**config.mk**
```make
export PLATFORM = sky130hd
export DESIGN_NAME = url_query_decoder
export DESIGN_NICKNAME = d
export VERILOG_FILES = /design/src/sv/uqd_pkg.sv /design/src/sv/url_query_decoder.sv
export SDC_FILE = /design/constraint.sdc
export NUM_CORES = 1
export LEC_CHECK = 0
export BUFFER_PORTS_ARGS = -buffer_cell sky130_fd_sc_hd__buf_2
export CAP_MARGIN = 25
export CORE_MARGIN = 10
export CORE_UTILIZATION = 30
export DETAILED_ROUTE_END_ITERATION = 16
export PLACE_DENSITY_LB_ADDON = 0.05
export SETUP_SLACK_MARGIN = 0.15
export SLEW_MARGIN = 20
export SYNTH_ARGS = -nofsm -noshare
export SYNTH_HDL_FRONTEND = slang
export SYNTH_SLANG_ARGS = --single-unit
```
**constraint.sdc**
```tcl
create_clock -name i_clk -period 4.7 [get_ports i_clk]
set_input_delay 0.47 -clock i_clk [delete_from_list [all_inputs] [get_ports i_clk]]
set_output_delay 0.47 -clock i_clk [all_outputs]
set_load 0.01 [all_outputs]
```
**src/sv/uqd_pkg.sv**
```systemverilog
`timescale 1ns / 1ps
// Package for the URL query decoder: transaction payload types, result kind codes,
// special characters and the hex digit decoder. Depends on nothing.
package uqd_pkg;

    localparam logic [1:0] KIND_KEY    = 2'd0;
    localparam logic [1:0] KIND_VAL    = 2'd1;
    localparam logic [1:0] KIND_VSTART = 2'd2;
    localparam logic [1:0] KIND_END    = 2'd3;

    localparam logic [1:0] ESC_NORMAL = 2'd0;
    localparam logic [1:0] ESC_FIRST  = 2'd1;
    localparam logic [1:0] ESC_SECOND = 2'd2;

    localparam logic [7:0] CH_NUL     = 8'h00;
    localparam logic [7:0] CH_LF      = 8'h0A;
    localparam logic [7:0] CH_SPACE   = 8'h20;
    localparam logic [7:0] CH_PERCENT = 8'h25;
    localparam logic [7:0] CH_AMP     = 8'h26;
    localparam logic [7:0] CH_PLUS    = 8'h2B;
    localparam logic [7:0] CH_EQUALS  = 8'h3D;
    localparam logic [7:0] CH_DIGIT0  = 8'h30;
    localparam logic [7:0] CH_DIGIT9  = 8'h39;
    localparam logic [7:0] CH_UPPER_A = 8'h41;
    localparam logic [7:0] CH_UPPER_F = 8'h46;
    localparam logic [7:0] CH_LOWER_A = 8'h61;
    localparam logic [7:0] CH_LOWER_F = 8'h66;

    typedef struct packed {
        logic [7:0] in_byte;
        logic       last_byte;
    } t_uqd_in;

    typedef struct packed {
        logic [1:0]  kind;
        logic [7:0]  out_byte;
        logic        has_value;
        logic [15:0] pair_count;
        logic        input_done;
        logic        run_last;
    } t_uqd_out;

    typedef struct packed {
        logic       valid;
        logic [3:0] value;
    } t_hex;

    // Decodes one ASCII hex digit; valid is low for any other byte.
    function automatic t_hex hex_decode(input logic [7:0] c);
        t_hex h;
        logic [7:0] d;
        h = '0;
        d = '0;
        if (c >= CH_DIGIT0 && c <= CH_DIGIT9) begin
            d = c - CH_DIGIT0;
            h.valid = 1'b1;
            h.value = d[3:0];
        end else if (c >= CH_LOWER_A && c <= CH_LOWER_F) begin
            d = c - CH_LOWER_A + 8'd10;
            h.valid = 1'b1;
            h.value = d[3:0];
        end else if (c >= CH_UPPER_A && c <= CH_UPPER_F) begin
            d = c - CH_UPPER_A + 8'd10;
            h.valid = 1'b1;
            h.value = d[3:0];
        end
        return h;
    endfunction

endpackage

```
**src/sv/url_query_decoder.sv**
```systemverilog
`timescale 1ns / 1ps
// Top level of the URL query decoder: per-byte decode logic and a four-entry result queue.
// Depends on uqd_pkg for payload types, codes and the hex digit decoder.

// The decoder takes one query byte per input transaction and turns it into zero, one or two
// result transactions (key byte, value byte, value start, pair end). The decode of a byte is
// done in the cycle it is accepted and its results go into a four-entry result queue, so a
// new byte can be accepted every cycle while earlier results wait at the output, except that
// input stall rises only when fewer than two queue entries are free. Sustained throughput is
// one byte per cycle while the output does not stall, limited only by the output side taking
// one result per cycle when bytes produce two. After the last byte, all decode state resets.
module url_query_decoder
    import uqd_pkg::*;
#(
    parameter int COUNT_WIDTH = 16
) (
    input  logic     i_clk,
    input  logic     i_rst_n,
    input  logic     i_in_valid,
    input  t_uqd_in  i_in_data,
    output logic     o_in_stall,
    output logic     o_out_valid,
    output t_uqd_out o_out_data,
    input  logic     i_out_stall
);

    localparam int QDEPTH = 4;
    localparam int QAW    = $clog2(QDEPTH);

    logic [1:0]             r_esc,     n_esc;
    logic [3:0]             r_fhex,    n_fhex;
    logic                   r_fvalid,  n_fvalid;
    logic                   r_in_val,  n_in_val;
    logic [COUNT_WIDTH-1:0] r_pairs,   n_pairs;
    logic                   r_ended,   n_ended;

    t_uqd_out               r_q [QDEPTH];
    logic [QAW-1:0]         r_head,    n_head;
    logic [QAW-1:0]         r_tail,    n_tail;
    logic [QAW:0]           r_count,   n_count;

    logic                   in_fire;
    logic                   out_fire;
    t_hex                   hex;
    logic [7:0]             esc_byte;
    t_uqd_out               res_a;
    t_uqd_out               res_b;
    logic                   val_a;
    logic                   val_b;
    t_uqd_out               push0;
    t_uqd_out               push1;
    logic [1:0]             push_n;
    logic [QAW-1:0]         tail_p1;

    function automatic logic [COUNT_WIDTH-1:0] sat_inc(input logic [COUNT_WIDTH-1:0] c);
        if (c == {COUNT_WIDTH{1'b1}}) begin
            return c;
        end
        return c + 1'b1;
    endfunction

    function automatic logic [15:0] count_field(input logic [COUNT_WIDTH-1:0] c);
        logic [COUNT_WIDTH+15:0] wide;
        wide = {16'b0, c};
        return wide[15:0];
    endfunction

    assign in_fire     = i_in_valid && !o_in_stall;
    assign out_fire    = o_out_valid && !i_out_stall;
    assign o_in_stall  = (r_count > (QAW+1)'(QDEPTH - 2));
    assign o_out_valid = (r_count != '0);
    assign o_out_data  = r_q[r_head];

    assign hex = hex_decode(i_in_data.in_byte);

    always_comb begin
        n_esc    = r_esc;
        n_fhex   = r_fhex;
        n_fvalid = r_fvalid;
        n_in_val = r_in_val;
        n_pairs  = r_pairs;
        n_ended  = r_ended;
        res_a    = '0;
        res_b    = '0;
        val_a    = 1'b0;
        val_b    = 1'b0;
        esc_byte = hex.valid ? {r_fhex, hex.value} : {4'b0, r_fhex};

        if (!r_ended) begin
            if (r_esc == ESC_FIRST) begin
                n_fvalid = hex.valid;
                n_fhex   = hex.valid ? hex.value : 4'd0;
                n_esc    = ESC_SECOND;
            end else if (r_esc == ESC_SECOND) begin
                n_esc = ESC_NORMAL;
                if (r_fvalid && esc_byte != CH_LF) begin
                    val_a            = 1'b1;
                    res_a.kind       = r_in_val ? KIND_VAL : KIND_KEY;
                    res_a.out_byte   = esc_byte;
                    res_a.pair_count = count_field(r_pairs);
                end
                n_fvalid = 1'b0;
                n_fhex   = 4'd0;
            end else begin
                n_esc = ESC_NORMAL;
                unique case (i_in_data.in_byte) inside
                    CH_PLUS: begin
                        val_a            = 1'b1;
                        res_a.kind       = r_in_val ? KIND_VAL : KIND_KEY;
                        res_a.out_byte   = CH_SPACE;
                        res_a.pair_count = count_field(r_pairs);
                    end
                    CH_PERCENT: begin
                        n_esc = ESC_FIRST;
                    end
                    CH_EQUALS: begin
                        n_in_val         = 1'b1;
                        val_a            = 1'b1;
                        res_a.kind       = KIND_VSTART;
                        res_a.pair_count = count_field(r_pairs);
                    end
                    CH_AMP, CH_NUL: begin
                        n_pairs          = sat_inc(r_pairs);
                        val_a            = 1'b1;
                        res_a.kind       = KIND_END;
                        res_a.has_value  = r_in_val;
                        res_a.pair_count = count_field(n_pairs);
                        res_a.input_done = (i_in_data.in_byte == CH_NUL);
                        n_in_val         = 1'b0;
                        n_ended          = (i_in_data.in_byte == CH_NUL);
                    end
                    default: begin
                        val_a            = 1'b1;
                        res_a.kind       = r_in_val ? KIND_VAL : KIND_KEY;
                        res_a.out_byte   = i_in_data.in_byte;
                        res_a.pair_count = count_field(r_pairs);
                    end
                endcase
            end

            if (i_in_data.last_byte && !n_ended) begin
                val_b            = 1'b1;
                res_b.kind       = KIND_END;
                res_b.has_value  = n_in_val;
                res_b.pair_count = count_field(sat_inc(n_pairs));
                res_b.input_done = 1'b1;
            end
        end

        if (val_b) begin
            res_b.run_last = 1'b1;
        end else begin
            res_a.run_last = 1'b1;
        end

        if (i_in_data.last_byte) begin
            n_esc    = ESC_NORMAL;
            n_fhex   = 4'd0;
            n_fvalid = 1'b0;
            n_in_val = 1'b0;
            n_pairs  = '0;
            n_ended  = 1'b0;
        end
    end

    assign push0   = val_a ? res_a : res_b;
    assign push1   = res_b;
    assign push_n  = in_fire ? ({1'b0, val_a} + {1'b0, val_b}) : 2'd0;
    assign tail_p1 = r_tail + 1'b1;

    always_comb begin
        n_head  = out_fire ? r_head + 1'b1 : r_head;
        n_tail  = r_tail + QAW'(push_n);
        n_count = r_count + (QAW+1)'(push_n) - (QAW+1)'(out_fire);
    end

    always_ff @(posedge i_clk) begin
        if (!i_rst_n) begin
            r_esc    <= ESC_NORMAL;
            r_fhex   <= 4'd0;
            r_fvalid <= 1'b0;
            r_in_val <= 1'b0;
            r_pairs  <= '0;
            r_ended  <= 1'b0;
            r_head   <= '0;
            r_tail   <= '0;
            r_count  <= '0;
        end else begin
            if (in_fire) begin
                r_esc    <= n_esc;
                r_fhex   <= n_fhex;
                r_fvalid <= n_fvalid;
                r_in_val <= n_in_val;
                r_pairs  <= n_pairs;
                r_ended  <= n_ended;
            end
            r_head  <= n_head;
            r_tail  <= n_tail;
            r_count <= n_count;
        end
    end

    always_ff @(posedge i_clk) begin
        if (push_n != 2'd0) begin
            r_q[r_tail] <= push0;
        end
        if (push_n == 2'd2) begin
            r_q[tail_p1] <= push1;
        end
    end

    a_count_bound: assert property (@(posedge i_clk) disable iff (!i_rst_n)
        r_count <= (QAW+1)'(QDEPTH))
        else $error("Result queue count exceeds its depth.");

    a_count_track: assert property (@(posedge i_clk) disable iff (!i_rst_n)
        1'b1 |=> r_count == $past(r_count) + (QAW+1)'($past(push_n))
                            - (QAW+1)'($past(out_fire)))
        else $error("Result queue count does not follow pushes and pops.");

    a_query_reset: assert property (@(posedge i_clk) disable iff (!i_rst_n)
        in_fire && i_in_data.last_byte |=> !r_ended && r_pairs == '0 && !r_in_val
                                           && r_esc == ESC_NORMAL)
        else $error("State not returned to reset after the last byte.");

    a_done_is_end: assert property (@(posedge i_clk) disable iff (!i_rst_n)
        o_out_valid && o_out_data.input_done |-> o_out_data.kind == KIND_END
                                                 && o_out_data.run_last)
        else $error("Query end flagged on a result that is not a final pair end.");

endmodule
```
==> results by stage <==
Timing:
- Hold timing on the final database bottoms out at a slack of 0.429 ns.
- In the finished design, the share of the clock period the worst path needs comes to 0.853.
- The final setup violation count is 0.
- The worst pin sits at a relative slew slack of 0.323.
- The final number of hold-violating endpoints came to 0.
- The slew of the pin with the lowest slew margin is approximately 1 ns.
- The number of pins with negative max-slew slack in the final report came to 0.
- The post-route minimum period is approximately 4 ns.
- Setup repair after global routing left no endpoint under its margin.
- The timing-limited maximum frequency is ~0.25 GHz.
- On the final layout, the worst clock skew is between 0.01 and 0.015 ns.
- The final total negative setup slack is 0 ns.

Cells and area:
- The library cells used most frequently in the layout, excluding fill and tap cells, are 107 x sky130_fd_sc_hd__nand2_1, 84 x sky130_fd_sc_hd__edfxtp_1, 77 x sky130_fd_sc_hd__o21ai_0.
- Compared with the post-synthesis result, the final layout area differs by 16.0%.
- The layout filler cell count is 2982.
- Of the cells placed in the final design, the portion with a size suffix greater than 1 is 0.192.
- The final-stage net count is about 970.
- The number of antenna diodes in the final layout is 0.
- Leaving out fill and tap cells, the most frequent cell in the layout is sky130_fd_sc_hd__nand2_1.

Setup path:
- In this run the worst setup path terminates at r_count[2]$_SDFF_PN0_.
- Setup slack on the worst reg-to-reg path comes out at 0.79 ns.
- Data arrives at the worst endpoint at 4.33 ns.
- The worst setup path category is in -> reg.
- The worst register-to-register path ends at r_q[2][17]$_DFFE_PP_.
- The critical path starts at i_in_data[1].
- STA classifies the critical path endpoint as a flip-flop.
- For the worst flop-to-flop path, the logic depth is 10.
- The startpoint class of the critical path is an input port.
- In this run the worst path has a maximum fanout of 7.
- The required time at the worst-slack endpoint is roughly 5 ns.
- The startpoint identified for the worst register-to-register timing path is r_pairs[1]$_SDFFE_PN0P_.

Power and ir drop:
- The share of total power in sequential cells is 0.414.
- The switching power of the nets is about 1.4 mW.
- Of the total power, the share spent switching nets is 0.322.
- The share of total power in combinational logic is 0.243.
- The internal portion of the total power is 2.85 mW.
- Across the VDD grid, the largest voltage drop is a little over 0.2 mV.
- Power spread over the standard cell area amounts to slightly above 400 nW/um^2.
- For this design the static power due to leakage is ~3.6 nW.
- Of the total power, the clock network draws 0.343.

Routing:
- The detail-routed net length per standard cell is between 20 and 25 microns.
- The detailed router's first-iteration violation count is approximately 800.
- After detailed routing, the number of vias per cell comes to approximately 5.7.
- The number of iterations in the first detailed-routing pass is 5.
- The final layout contains routed wiring with a total length of roughly 31 mm.
- Across all layers, the routed design uses roughly 7600 vias.
- In the routed design, unresolved DRC markers number 0.
- The count of nets left with antenna violations after detail routing is 0.

Place:
- The weighted congestion at the end of routability-driven global placement is 0.896.
- In this run the tool buffered the top-level ports with between 40 and 50 buffer cells.
- The post-detailed-placement half-perimeter wirelength is around 22 mm.

Yosys:
- The synthesized design contains 150 register bits.
- In this run the cell area of the synthesized design comes to approximately 9000 sq um.
- The number of different library cells used by synthesis comes to 84.
- The share of the yosys chip area belonging to registers is 0.437.
- The leading register cell type out of synthesis is sky130_fd_sc_hd__edfxtp_1.
- The number of warnings printed during yosys synthesis is 0.
- In the synthesized netlist the async set-or-reset flop fraction comes to 0.
- The synthesized net count is 916.
- The cell count after synthesis came out at 890.
- In this run, synthesis inferred 84 flip-flops with an integrated enable.
- After synthesis, the mean cell area works out to between 9 and 10 sq um.

CTS:
- In this run, post-CTS repair resized a total of 0 instances.
- The H-tree level count is 4.
- The number of setup buffers added after CTS is 0.
- The buffer levels on the longest clock path is 2.
- Clock-pin slew was measured on the worst setup and hold paths at around 0.07 ns.
- The clock root buffer master is sky130_fd_sc_hd__clkbuf_16.
- The later pin in the worst-skew pair is clocked with a latency of 0.43 ns.
- The clock net in this run drives a total of 150 sinks.
- The number of buffers inserted by hold repair at cts is 0.
- The TritonCTS clock tree is done.
- The number of buffers inserted during clock tree synthesis is 17.

Global routing:
- The number of antenna violations at the first check in global routing is 0.
- The number of global-route vias before repair is 7331.
- The remaining global-route overflow is 0.
- Entering global routing, the biggest net connects 34 pins.
- The first global-routing pass estimated 47.1 mm of wire.
- The total global routing track utilization is 0.169.

Floorplanning:
- The area enclosed by the die boundary is between 30000 and 40000 sq um.
- In this run the vertical extent of the chip is 191 microns.
- The area of the core region is 28900 sq um.
- For this configuration, the core starts out at a cell density of 0.305.
- The count of pins on the block boundary is between 40 and 50.
- From left edge to right edge, the die measures 191 microns.
- The placement row count is 62.

Min path:
- The min-delay analysis places its worst path in the category in -> reg.

Job:
- The reported max-cap violation count is 0.

Status:
- The flow ran to the end, and the final reports show no timing, DRC or antenna violations.
==> cell families (layout without fill, tap and decap cells) <==
kind of cell | after synthesis | count (layout) | synth area share
and+or+nand+nor | 288 | 288 | 0.172
muxes | 42 | 42 | 0.0899
xor gates and xnor gates | 23 | 23 | 0.0229
AOI/OAI and AO/OA | 284 | 284 | 0.217
adders and majority gates | 13 | 13 | 0.0193
DFF | 150 | 150 | 0.437
buffers and inverters | 90 | 153 | 0.0420
==> worst max-delay path, cell delays in order <==
cell and delay [ns]:
sky130_fd_sc_hd__buf_2 0.14, sky130_fd_sc_hd__inv_1 0.14, sky130_fd_sc_hd__ha_1 0.21, sky130_fd_sc_hd__nor3b_1 0.43, sky130_fd_sc_hd__nor3_4 0.10, sky130_fd_sc_hd__mux2_2 0.31, sky130_fd_sc_hd__a211o_1 0.27, sky130_fd_sc_hd__o311ai_4 0.31
sky130_fd_sc_hd__inv_2 0.07, sky130_fd_sc_hd__ha_1 0.33, sky130_fd_sc_hd__nand2_1 0.18, sky130_fd_sc_hd__ha_1 0.33, sky130_fd_sc_hd__inv_1 0.06, sky130_fd_sc_hd__ha_1 0.13, sky130_fd_sc_hd__inv_1 0.05, sky130_fd_sc_hd__fa_1 0.37
sky130_fd_sc_hd__xor2_1 0.17, sky130_fd_sc_hd__xnor2_1 0.12, sky130_fd_sc_hd__and2_1 0.15
==> cell type report <==
class,instances,area [sq um],area share
clock buffer,19,455,0.0446
clock inverter,13,148,0.0145
inverter,30,113,0.0110
multi-input combinational,650,4590,0.450
sequential,150,3840,0.377
tap,384,480,0.0471
timing repair buffer,91,576,0.0564
==> stage by stage <==
step                setup WS [ns]  power (mW)  instances   util  cell area (sq um)
global route                0.368        4.43       1337  0.354              10200
detailed placement          0.234        2.82       1305  0.333               9600
floorplan                   0.398        2.39        890      -               8800
CTS                         0.680        4.26       1337  0.354              10200
finish                      0.693        4.21       1337  0.354              10200
global placement            0.369        2.80       1305  0.333               9600
==> metal layers <==
layer / up-vias / wire length [microns] / global-route usage
li1: 3523 / - / -
met1: 3690 / 14500 / 0.237
met2: 315 / 14100 / 0.261
met3: 41 / 2040 / 0.0324
met4: 0 / 538 / 0.0445
met5: - / 0 / 0
==> how the worst min path moves through the flow <==
stage / slack (ns) / endpoint / start / cells after the start
floorplan: 0.42 / r_q[2][19]$_SDFFE_PP0N_ / r_q[2][19]$_SDFFE_PP0N_ / 2
global placement: 0.43 / r_q[2][22]$_SDFFE_PP0N_ / r_q[2][22]$_SDFFE_PP0N_ / 2
detailed placement: 0.44 / r_q[2][24]$_SDFFE_PP0N_ / r_q[2][24]$_SDFFE_PP0N_ / 2
CTS: 0.41 / r_ended$_SDFFE_PN0P_ / i_in_data[0] / 3
global route: 0.44 / r_ended$_SDFFE_PN0P_ / i_in_data[0] / 3
finish: 0.43 / r_ended$_SDFFE_PN0P_ / i_in_data[0] / 3
==> cell usage after synthesis (all sizes together) (15+ instances only) <==
master | n | area, sq um
mux4 | 29 | 653
nand3 | 21 | 105
a21oi | 29 | 149
nor2 | 33 | 124
dfxtp | 66 | 1320
nor2b | 17 | 106
clkbuf | 37 | 139
o22ai | 63 | 394
xnor2 | 15 | 131
nor3 | 22 | 138
buf | 23 | 118
edfxtp | 84 | 2520
inv | 30 | 113
nand2 | 108 | 408
and2 | 23 | 144
o21ai | 80 | 400
==> power by group through the flow <==
stage	clock network (mW)	logic, mW	registers [mW]
floorplan	0	0.702	1.69
global placement	0	1.04	1.76
detailed placement	0	1.04	1.77
CTS	1.47	1.05	1.75
global route	1.53	1.13	1.77
finish	1.44	1.02	1.74
==> sequential cells by signal, indices dropped and copies added (netlist names), named ones only <==
register  count
r_tail        2
r_in_val      1
r_head        2
r_fvalid      1
r_count       3
r_esc         2
r_ended       1
r_fhex        4
r_q         116
r_pairs      16
Note: power is estimated with default switching activity, not from simulation.
